===== src/hdl/fes_pkg.sv =====
`default_nettype none

package fes_pkg;

  // Default geometry of the emulated store.
  localparam int STORE_BYTES_DEF = 1024;
  localparam int PAGE_BYTES_DEF  = 128;

  // Field widths of the item, the result and the region register.
  localparam int OP_W     = 3;
  localparam int ADDR_W   = 16;
  localparam int PAGE_W   = 8;
  localparam int BYTE_W   = 8;
  localparam int STATUS_W = 2;
  localparam int ERASED_W = 4;
  localparam int PROG_W   = 8;
  localparam int REGION_W = 11;

  // Width of byte positions and page limits compared against the region size.
  localparam int EXT_W = 17;

  localparam logic [REGION_W-1:0] REGION_RESET = 11'd1024;
  localparam logic [BYTE_W-1:0]   ERASED_BYTE  = 8'hFF;
  localparam logic [ERASED_W-1:0] ERASED_MAX   = 4'd15;

  // Operation codes.
  localparam logic [OP_W-1:0] OP_READ       = 3'd0;
  localparam logic [OP_W-1:0] OP_WRITE      = 3'd1;
  localparam logic [OP_W-1:0] OP_VERIFY     = 3'd2;
  localparam logic [OP_W-1:0] OP_ERASE_PAGE = 3'd3;
  localparam logic [OP_W-1:0] OP_ERASE_ALL  = 3'd4;

  // Status codes.
  localparam logic [STATUS_W-1:0] ST_OK       = 2'd0;
  localparam logic [STATUS_W-1:0] ST_INVALID  = 2'd1;
  localparam logic [STATUS_W-1:0] ST_MISMATCH = 2'd2;

  // Microprogram addresses.
  localparam int UPC_W = 4;
  localparam logic [UPC_W-1:0] UA_CLEAR    = 4'd0;
  localparam logic [UPC_W-1:0] UA_IDLE     = 4'd1;
  localparam logic [UPC_W-1:0] UA_RD_FIN   = 4'd2;
  localparam logic [UPC_W-1:0] UA_WR_FIN   = 4'd3;
  localparam logic [UPC_W-1:0] UA_VF_FIN   = 4'd4;
  localparam logic [UPC_W-1:0] UA_EP_SETUP = 4'd5;
  localparam logic [UPC_W-1:0] UA_EP_WALK  = 4'd6;
  localparam logic [UPC_W-1:0] UA_EA_SETUP = 4'd7;
  localparam logic [UPC_W-1:0] UA_EA_WALK  = 4'd8;
  localparam logic [UPC_W-1:0] UA_ER_FIN   = 4'd9;
  localparam logic [UPC_W-1:0] UA_BAD      = 4'd10;

  // Which result a finishing step produces.
  typedef enum logic [2:0] {
    RES_NONE,
    RES_READ,
    RES_WRITE,
    RES_VERIFY,
    RES_ERASE,
    RES_INVALID
  } res_t;

  // Datapath action of a step.
  typedef enum logic [1:0] {
    ACT_NONE,
    ACT_SETUP_PAGE,
    ACT_SETUP_ALL,
    ACT_WALK
  } act_t;

  // Memory write of a step.
  typedef enum logic [1:0] {
    WR_NONE,
    WR_FF,
    WR_DATA
  } wr_t;

  // Branch condition of a step.
  typedef enum logic [2:0] {
    C_ALWAYS,
    C_ITEM,
    C_OUT_FREE,
    C_CLR_DONE,
    C_PAGE_BAD,
    C_NO_PAGES,
    C_PAGE_END,
    C_ALL_END
  } cond_t;

  // One control word of the microprogram.
  typedef struct packed {
    logic             take;
    logic             emit;
    logic             dispatch;
    logic             stay;
    res_t             res;
    act_t             act;
    wr_t              wr;
    cond_t            cond;
    logic [UPC_W-1:0] target;
  } ctl_t;

  // Conditions reported by the datapath to the sequencer.
  typedef struct packed {
    logic            item;
    logic            out_free;
    logic            clr_done;
    logic            page_bad;
    logic            no_pages;
    logic            page_end;
    logic            all_end;
    logic [OP_W-1:0] op;
  } flags_t;

  function automatic ctl_t mk(input logic take, input logic emit, input logic dispatch,
                              input logic stay, input res_t res, input act_t act,
                              input wr_t wr, input cond_t cond,
                              input logic [UPC_W-1:0] target);
    ctl_t w;
    w.take     = take;
    w.emit     = emit;
    w.dispatch = dispatch;
    w.stay     = stay;
    w.res      = res;
    w.act      = act;
    w.wr       = wr;
    w.cond     = cond;
    w.target   = target;
    return w;
  endfunction

  // Control store. If its condition holds, a step jumps to its target, or on
  // dispatch to the op's entry; else it repeats or falls to the next address.
  function automatic ctl_t ucode(input logic [UPC_W-1:0] a);
    ctl_t w;
    unique case (a)
      UA_CLEAR:    w = mk(1'b0, 1'b0, 1'b0, 1'b1, RES_NONE, ACT_WALK, WR_FF,
                          C_CLR_DONE, UA_IDLE);
      UA_IDLE:     w = mk(1'b1, 1'b0, 1'b1, 1'b1, RES_NONE, ACT_NONE, WR_NONE,
                          C_ITEM, UA_IDLE);
      UA_RD_FIN:   w = mk(1'b0, 1'b1, 1'b0, 1'b1, RES_READ, ACT_NONE, WR_NONE,
                          C_OUT_FREE, UA_IDLE);
      UA_WR_FIN:   w = mk(1'b0, 1'b1, 1'b0, 1'b1, RES_WRITE, ACT_NONE, WR_DATA,
                          C_OUT_FREE, UA_IDLE);
      UA_VF_FIN:   w = mk(1'b0, 1'b1, 1'b0, 1'b1, RES_VERIFY, ACT_NONE, WR_NONE,
                          C_OUT_FREE, UA_IDLE);
      UA_EP_SETUP: w = mk(1'b0, 1'b0, 1'b0, 1'b0, RES_NONE, ACT_SETUP_PAGE, WR_NONE,
                          C_PAGE_BAD, UA_BAD);
      UA_EP_WALK:  w = mk(1'b0, 1'b0, 1'b0, 1'b1, RES_NONE, ACT_WALK, WR_FF,
                          C_PAGE_END, UA_ER_FIN);
      UA_EA_SETUP: w = mk(1'b0, 1'b0, 1'b0, 1'b0, RES_NONE, ACT_SETUP_ALL, WR_NONE,
                          C_NO_PAGES, UA_ER_FIN);
      UA_EA_WALK:  w = mk(1'b0, 1'b0, 1'b0, 1'b1, RES_NONE, ACT_WALK, WR_FF,
                          C_ALL_END, UA_ER_FIN);
      UA_ER_FIN:   w = mk(1'b0, 1'b1, 1'b0, 1'b1, RES_ERASE, ACT_NONE, WR_NONE,
                          C_OUT_FREE, UA_IDLE);
      UA_BAD:      w = mk(1'b0, 1'b1, 1'b0, 1'b1, RES_INVALID, ACT_NONE, WR_NONE,
                          C_OUT_FREE, UA_IDLE);
      default:     w = mk(1'b0, 1'b0, 1'b0, 1'b0, RES_NONE, ACT_NONE, WR_NONE,
                          C_ALWAYS, UA_IDLE);
    endcase
    return w;
  endfunction

  // Entry point of the routine for each operation code.
  function automatic logic [UPC_W-1:0] entry(input logic [OP_W-1:0] op);
    logic [UPC_W-1:0] e;
    unique case (op)
      OP_READ:       e = UA_RD_FIN;
      OP_WRITE:      e = UA_WR_FIN;
      OP_VERIFY:     e = UA_VF_FIN;
      OP_ERASE_PAGE: e = UA_EP_SETUP;
      OP_ERASE_ALL:  e = UA_EA_SETUP;
      default:       e = UA_BAD;
    endcase
    return e;
  endfunction

endpackage

`default_nettype wire


===== src/hdl/fes_seq.sv =====
`default_nettype none

module fes_seq (
  input  wire logic            clk,
  input  wire logic            rst_n,
  input  wire fes_pkg::flags_t flags,
  output fes_pkg::ctl_t        ctl
);

  logic [fes_pkg::UPC_W-1:0] upc_r;
  logic [fes_pkg::UPC_W-1:0] upc_nxt;
  logic                      taken;

  // Control word of the current step.
  assign ctl = fes_pkg::ucode(upc_r);

  // Condition select.
  always_comb begin
    unique case (ctl.cond)
      fes_pkg::C_ALWAYS:   taken = 1'b1;
      fes_pkg::C_ITEM:     taken = flags.item;
      fes_pkg::C_OUT_FREE: taken = flags.out_free;
      fes_pkg::C_CLR_DONE: taken = flags.clr_done;
      fes_pkg::C_PAGE_BAD: taken = flags.page_bad;
      fes_pkg::C_NO_PAGES: taken = flags.no_pages;
      fes_pkg::C_PAGE_END: taken = flags.page_end;
      fes_pkg::C_ALL_END:  taken = flags.all_end;
      default:             taken = 1'b0;
    endcase
  end

  // Next microprogram address: jump, dispatch on the operation, hold or step on.
  always_comb begin
    if (taken) begin
      upc_nxt = ctl.dispatch ? fes_pkg::entry(flags.op) : ctl.target;
    end else if (ctl.stay) begin
      upc_nxt = upc_r;
    end else begin
      upc_nxt = upc_r + fes_pkg::UPC_W'(1);
    end
  end

  always_ff @(posedge clk) begin
    if (!rst_n) begin
      upc_r <= fes_pkg::UA_CLEAR;
    end else begin
      upc_r <= upc_nxt;
    end
  end

endmodule

`default_nettype wire


===== config.mk =====
export PLATFORM = sky130hd
export DESIGN_NAME = fes_seq
export DESIGN_NICKNAME = d
export VERILOG_FILES = /design/src/hdl/fes_pkg.sv /design/src/hdl/fes_seq.sv
export SDC_FILE = /design/constraint.sdc
export NUM_CORES = 1
export LEC_CHECK = 0
export BUFFER_PORTS_ARGS = -buffer_cell sky130_fd_sc_hd__buf_2
export CAP_MARGIN = 5
export CORE_MARGIN = 2
export CORE_UTILIZATION = 50
export DETAILED_ROUTE_END_ITERATION = 12
export PLACE_DENSITY = 0.74
export SLEW_MARGIN = 20
export SYNTH_ARGS = -nofsm -noshare
export SYNTH_HDL_FRONTEND = slang
export SYNTH_SLANG_ARGS = --single-unit

===== constraint.sdc =====
create_clock -name clk -period 8.62 [get_ports clk]
set_input_delay 1.724 -clock clk [delete_from_list [all_inputs] [get_ports clk]]
set_output_delay 1.724 -clock clk [all_outputs]
set_load 0.02 [all_outputs]

Yosys cells after proc, flatten, opt, wreduce, memory -nomap -nowiden
Memory sizes are Yosys's and may differ from the RTL's. A register that Yosys moved wholly into a read port is not among the register bits.
Cells that the tools add are included.
{"block": "classes", "addsub": 1, "n_eq_ne": 12, "mux": 7, "n_reduce_logical": 2}
{"cell": "2-to-1 mux 4 bit", "n": 5}
{"cell": "case mux 4 bit (5 select lines)", "n": 1}
{"cell": "equality test 3 bit (second input constant)", "n": 5}
{"cell": "equality test 3 x 2 -> 1 bit (second input constant)", "n": 4}
{"cell": "case mux 1 bit (8 select lines)", "n": 1}
{"cell": "equality test 3 x 1 -> 1 bit (second input constant)", "n": 2}
{"cell": "zero test 3 bit", "n": 2}
{"cell": "adder 4 x 1 -> 4 bit (second input constant)", "n": 1}
{"cell": "inequality test 2 x 1 -> 1 bit (second input constant)", "n": 1}
{"block": "word_totals", "reg_bits": 4, "romBits": 272, "word_cells": 24, "mem_count": 1}
{"memory": "(no name shown)", "words": 16, "width": 17, "read_ports": 1, "rd_ports_with_merged_regs": 1, "write_ports": 0, "line": "fes_pkg.sv:135", "rtl": "unique case (a)"}

Depth between registers and ports, before layout
Gate-level depths: netlist of the first run.
{"block": "logic_depth", "ltp_word": 6, "depth_mapped": 11, "ltp_nobuf": 10}

Worst setup path after synthesis of the first run
Ideal clock, no wire load.
{"block": "synth_timing", "kind": "input to register", "from": "in flags[3] (netlist name)", "to": "reg ctl[6] (netlist name)", "setup_time_ps": 70, "t_arrival_ps": 3822, "path_slack_ps": 4728, "cell_stages": 7, "path_buffers": 0, "path_cell_list": "mux2_2 > a311oi_4 > mux2i_1 > nand2_1 > ha_1 > or4b_1 > o21ai_1"}
{"block": "synth_via", "elab_chain_cells": 4, "word_cells_on_any_way": 5, "classes_between": "eq/ne: 1; mux: 4"}
{"item": "start, declared", "line": "fes_seq.sv:6", "rtl": "input wire fes_pkg::flags_t flags,"}
{"item": "case mux 1 bit (8 select lines) (*)", "line": "fes_seq.sv:19", "rtl": "unique case (ctl.cond)"}
{"item": "inequality test 2 x 1 -> 1 bit (no line) or 2-to-1 mux 4 bit (tied branches)"}
{"item": "2-to-1 mux 4 bit (no line) (*) (2 in series)"}
Every way passes the cells marked *; elsewhere a longest branch is shown, timed or not.
A chain may end at the register's enable or synchronous reset.

Worst setup path after layout of the first run
{"block": "layout_timing", "from": "in flags[5] (netlist name)", "to": "reg ctl[6] (netlist name)"}
{"block": "layout_via", "elab_chain_cells": 4, "word_cells_on_any_way": 5, "classes_between": "eq/ne: 1; mux: 4"}
{"item": "case mux 1 bit (8 select lines) (*)", "line": "fes_seq.sv:19"}
{"item": "inequality test 2 x 1 -> 1 bit (no line) or 2-to-1 mux 4 bit (tied branches)"}
{"item": "2-to-1 mux 4 bit (no line) (*) (2 in series)"}
Marks and branches as above.

==> results.cfg, run 1 <==
[status]
status = finished clean

[clock_tree]
cts_sinks = 19
clockBufferDepth = 2
postCtsSetupRepairBufs = 0
root_buffer = clkbuf_4
cts_resized = 0
clock_latency_ns = 0.31
cts_tree = yes
cts_made_buffers = 3
clk_pin_slew_worst_paths_ns = 0.11
cts_max_level = 1
cts_hold_buffers = 0

[yosys]
synth_area_per_cell_um2 = 8.831
ys_async_sr_fraction_pct = 0
seq_area_frac_synth_pct = 35.60
synth_cell_types = 39
syn_inst = 121
yosysMostFrequentCell = dfxtp_1
synthAdderAreaFrac_pct = 5.855
synth_area_um2 = 1069
synth_area_leaders = dfxtp_1, ha_1, mux2i_1
ys_warn_count = 0
synth_top_family_by_area = compound AO/OA/AOI/OAI gates
synth_compound_area_share_pct = 20.02
synth_seq_cells = 19
yosys_most_used_dff = dfxtp_1
synth_nets = 138
synthXorXnorAreaFrac_pct = 2.459
synthTopCellsByCount = dfxtp_1, inv_1, nand2_1
synth_top_cell_area_share_pct = 35.60
synth_largest_area_cell = dfxtp_1
synthMuxAreaShare_pct = 8.899
synthSimpleGateAreaFrac_pct = 19.44
synth_edf_count = 0

[timing]
fin_crit_sh_pct = 45.55
max_freq_ghz = 0.2547
clock_skew_ns = 0.01197
setup_violations = 0
rsz0062_at_grt = false
finalHoldViolations = 0
tns_ns = 0
relSlewSlack_pct = 65.57
drv_slew = 0
period_minus_slack_ns = 3.927
tightest_slew_ns = 0.5165

[global_route]
antenna_found_initial = 0
grt_use_total_pct = 18.43
overflow = 0
grt_pass1_vias = 898
grt_max_degree = 13
grt_pass1_wl_um = 3663

[placed_design]
routabilityCongestion = 0.8371
dpl-instance-area_um2 = 1209
portBuffers = 28
hpwlAfterDp_um = 1707

[detailed_routing]
drt_iter0_markers = 37
routed-via-count = 955
post_drt_via_cell_ratio = 5.489
routed_wl_um = 2268
ant_nets = 0
first_pass_iters = 4
drc = 0
wl_per_cell_um = 13.03

[power_and_ir_drop]
vdd_ir_drop_max_mv = 0.2220
power.density_nw_per_um2 = 296.5
p_leak_nw = 0.5960

[critical_path]
cp.arrival_ns = 4.17
r2r_cells = 7
start_kind = input port
critPathKind = input port to flop
end_kind = flop
critPathRequiredTime_ns = 8.87
critPathMaxFanout = 8

[final_layout]
drive_above_1_share_pct = 27.21
fin_nets = 165
num_antenna_cells = 0
area_growth_pct = 15.69
final_area_um2 = 1236

[floorplan]
core_um2 = 1982
start_util_pct = 53.91
core.rowCount = 16
die_h_um = 50.23
fp.dieW_um = 50.23
io_pins = 30
dieArea_um2 = 2523

[worst_hold_path]
holdPathStages = 4
hp-class = flop to flop

[flow_run]
drv_cap = 0
-- logic make-up (layout without fill, tap and decap cells) --
group | after synthesis | count (layout)
adder cells (fa/ha/maj) | 5 | 5
XOR/XNOR | 3 | 3
AND/OR/NAND/NOR | 37 | 37
buffers and inverters | 18 | 44
multiplexers | 9 | 9
flip-flops | 19 | 19
AO/OA/AOI/OAI | 29 | 29
other | 1 | 1
-- cells in the final DEF (no fill, tap or decap), types with 2 or more instances in the layout --
master,Yosys,layout
a21o_1,2,2
mux2i_1,5,5
o21ai_0,7,7
a21boi_0,2,2
nor2b_1,2,2
nand2_1,8,8
nand2b_1,2,2
a21oi_1,3,3
nand3_1,5,5
nor3_1,2,2
clkbuf_4,0,3
nor3b_1,3,3
and3_1,3,3
ha_1,5,5
dfxtp_1,19,19
mux2_2,4,4
xnor2_1,2,2
nor2_1,6,6
o2bb2ai_1,2,2
o22ai_1,4,4
buf_2,0,28
inv_1,12,12
-- power by group --
group | internal (W) | switching, W | leakage, nW
clock network | 0.0000173 | 0.0000273 | 0.0177
logic | 0.0000738 | 0.000109 | 0.422
registers | 0.000114 | 0.0000254 | 0.156
total | 0.000205 | 0.000162 | 0.596
-- flip-flops by register name, indices dropped and copies added (netlist names) --
register and count:
ctl 15, upc_r 4
-- worst paths after layout --
check	start	to	slack, ns
max	flags[5]	ctl[6]	4.69
min	upc_r[1]	ctl[16]	0.79
min reg2reg	upc_r[1]	ctl[16]	0.79
max reg2reg	ctl[5]	ctl[6]	5.65
-- through the flow --
step                       power, W  worst slack [ns]  instances  hold slack, ns  utilization (%)
after floorplan           0.0002776             4.728        121          0.6789                -
after global placement    0.0003185             4.496        170          0.7574            60.98
after detailed placement  0.0003226             4.400        170          0.7843            60.98
after CTS                 0.0003659             4.713        174          0.7994            62.37
after global routing      0.0003914             4.510        174          0.8337            62.37
final                     0.0003665             4.693        174          0.7940            62.37
-- per-layer routing --
| layer | vias to the layer above | track usage, % | part of all wire (%) |
|---|---|---|---|
| met2 | 36 | 32.02 | 46 |
| li1 | 474 | - | - |
| met4 | 0 | 5.556 | 1.0 |
| met1 | 441 | 22.66 | 46 |
| met3 | 4 | 3.869 | 6.7 |
| met5 | - | 0 | 0 |
-- critical path, cell delays in order --
cell and delay (ns):
buf_2 0.10, mux2_2 0.27, a311oi_4 0.53, mux2i_1 0.42, nand2_1 0.22, ha_1 0.28, or4b_1 0.53, o21ai_1 0.08
-- layout make-up --
cell class	instances	area, µm²
well taps	27	33.78
clock inverters	1	5.005
multi-input cells	84	609.3
clock buffers	3	22.52
fillers	179	745.7
inverters	12	45.04
repair buffers	28	140.1
flip-flops and latches	19	380.4
(Power assumes the default switching activity.)
==> inputs of run 2 (changes only) <==
--- a/config.mk
+++ b/config.mk
@@ -5,12 +5,13 @@
 export SDC_FILE = /design/constraint.sdc
 export NUM_CORES = 1
 export LEC_CHECK = 0
+export ABC_AREA = 1
 export BUFFER_PORTS_ARGS = -buffer_cell sky130_fd_sc_hd__buf_2
 export CAP_MARGIN = 5
 export CORE_MARGIN = 2
 export CORE_UTILIZATION = 50
 export DETAILED_ROUTE_END_ITERATION = 12
-export PLACE_DENSITY = 0.74
+export PLACE_DENSITY = 0.75
 export SLEW_MARGIN = 20
 export SYNTH_ARGS = -nofsm -noshare
 export SYNTH_HDL_FRONTEND = slang
==> constraint.sdc (replaced) <==
create_clock -name clk -period 4.05 [get_ports clk]
set_input_delay 0.81 -clock clk [delete_from_list [all_inputs] [get_ports clk]]
set_output_delay 0.81 -clock clk [all_outputs]
set_load 0.02 [all_outputs]
==> run 2 against run 1 <==
Against the previous run:
- setup slack worse by 2.7 ns
- clock power is 110% higher
- count of clock-buffer cells in the layout is 1 higher
- first-iteration DRC count is 43% lower
- via count is 6.5% lower
- power grew to 3.1 times the previous value
- area after synthesis is 4.9% lower
==> results.cfg, run 2 <==
[clock_tree]
clockBufferDepth = 2
root_buffer = clkbuf_4
cts_hold_buffers = 0
cts_sinks = 19
cts_tree = yes
cts_made_buffers = 3
postCtsSetupRepairBufs = 0
cts_resized = 0
clock_latency_ns = 0.30
clk_pin_slew_worst_paths_ns = 0.10
cts_max_level = 1

[critical_path]
start_kind = input port
end_kind = flop
slowest_delay_ns = 0.26
critPathMaxFanout = 5
timing.critical_path.mode_cell = nand2_1
critPathRequiredTime_ns = 4.25
path_cells = buf_2, nand3b_1, nand3_2, nand2_2, nand2_1, nand2_2, nor2_4, inv_1, ha_1, nand4_1, nand2_1, nand2_1, nand2_1
slowest_stage = ha_1
cp.arrival_ns = 2.25
critPathKind = input port to flop

[final_layout]
layout_common_cells = buf_2, nand2_1, inv_1, dfxtp_1, nand3_1
final_area_um2 = 1194
fin_nets = 175
area_growth_pct = 17.49
stdcell_count = 184
drive_above_1_share_pct = 32.48
num_antenna_cells = 0
fin_util_pct = 61.47
final_common_cell = buf_2
largest_reg_flops = 15

[global_route]
overflow = 0
antenna_found_initial = 0
grt_pass1_wl_um = 3532
grt_pass1_vias = 859
grt_use_total_pct = 18.79
grt_max_degree = 11

[timing]
period_minus_slack_ns = 2.048
drv_slew = 0
tns_ns = 0
setup_violations = 0
finalHoldViolations = 0
rsz0062_at_grt = false
clock_skew_ns = 0.001499
max_freq_ghz = 0.4883
fin_crit_sh_pct = 50.56

[floorplan]
fp.dieW_um = 49.08
die_h_um = 49.08
start_util_pct = 52.32
dieArea_um2 = 2408
core_um2 = 1942
io_pins = 30
core.rowCount = 16

[yosys]
yosys_most_used_dff = dfxtp_1
ys_async_sr_fraction_pct = 0
synth_area_per_cell_um2 = 7.937
synth_top_cell_area_share_pct = 37.44
synthTopCellsByCount = nand2_1, dfxtp_1, inv_1
seq_area_frac_synth_pct = 37.44
synth_largest_area_cell = dfxtp_1
ys_warn_count = 0
synth_edf_count = 0
synth_area_um2 = 1016
synth_area_leaders = dfxtp_1, nand2_1, inv_1
synth_nets = 145
synth_cell_types = 25
syn_inst = 128
synth_seq_cells = 19
yosysMostFrequentCell = nand2_1

[placed_design]
dpl-instance-area_um2 = 1167
routabilityCongestion = 0.9064
dp.cells = 180
portBuffers = 28
hpwlAfterDp_um = 1667

[detailed_routing]
drt_iter0_markers = 21
drc = 0
wl_per_cell_um = 11.20
routed-via-count = 893
ant_nets = 0
post_drt_via_cell_ratio = 4.853
first_pass_iters = 4
routed_wl_um = 2060

[flow_run]
drv_cap = 0

[power_and_ir_drop]
p_leak_nw = 0.6709
vdd_ir_drop_max_mv = 0.5522
power.density_nw_per_um2 = 963.8

[worst_hold_path]
hp-class = flop to flop

[status]
status = finished clean
==> run 2: cell count changes in the layout (fill, tap and decap cells not counted), sizes merged, moves of 3 or more <==
| cell | change |
|---|---|
| o22ai | -4 |
| and3 | -3 |
| mux2i | -4 |
| nand4 | +3 |
| inv | +9 |
| nand3 | +11 |
| nor3b | -4 |
| nand2 | +25 |
| mux2 | -4 |
==> run 2: critical path: cells and delay by family <==
kind                     cells  cell delay (ns)
adder cells (fa/ha/maj)      1             0.26
buffers and inverters        2             0.19
AND/OR/NAND/NOR             10             0.98
==> run 2: per-stage QoR <==
step                setup WS (ns)  hold WS (ns)  power [W]
floorplan                   1.957        0.6614  0.0008910
global placement            1.773        0.7253   0.001041
CTS                         2.011        0.7514   0.001154
finish                      2.002        0.7392   0.001150
detailed placement          1.699        0.7146   0.001058
global route                1.848        0.7829   0.001247
==> run 2: path summary, 6_finish.rpt <==
kind,to,depth (start not counted),startpoint,slack [ns]
setup / recovery,ctl[16],13,flags[8],2.00
hold / removal,upc_r[1],4,ctl[1],0.74
setup reg to reg,ctl[16],14,ctl[5],2.15
hold reg to reg,upc_r[1],4,ctl[1],0.74
==> run 2: routing by layer <==
metal / track usage (%) / vias to the layer above / share of wire (%)
li1: - / 459 / -
met1: 21.88 / 397 / 45
met2: 32.88 / 32 / 48
met3: 2.761 / 5 / 5.3
met4: 10.00 / 0 / 2.1
met5: 0 / - / 0
==> run 2: area by class of cell <==
| class | instances | area [µm²] |
|---|---|---|
| Clock buffer | 4 | 26.28 |
| Fill cell | 191 | 748.2 |
| Inverter | 21 | 78.83 |
| Multi-Input combinational cell | 85 | 534.3 |
| Sequential cell | 19 | 380.4 |
| Tap cell | 27 | 33.78 |
| Timing Repair Buffer | 28 | 140.1 |
==> run 2: cells by family (layout without fill, tap and decap cells) <==
family	count (synthesis)	after routing	share of synthesized area [%]
XOR/XNOR	3	3	2.587
other	1	1	0.3691
buffers and inverters	24	53	9.976
flip-flops	19	19	37.44
adder cells (fa/ha/maj)	5	5	6.158
AND/OR/NAND/NOR	64	64	36.33
multiplexers	1	1	0.9853
AO/OA/AOI/OAI	11	11	6.157
==> run 2: where the power goes <==
| group | switching, W | total (W) | internal (W) |
|---|---|---|---|
| clock network | 0.0000550 | 0.0000935 | 0.0000384 |
| logic | 0.000503 | 0.000742 | 0.000239 |
| registers | 0.0000452 | 0.000315 | 0.000270 |
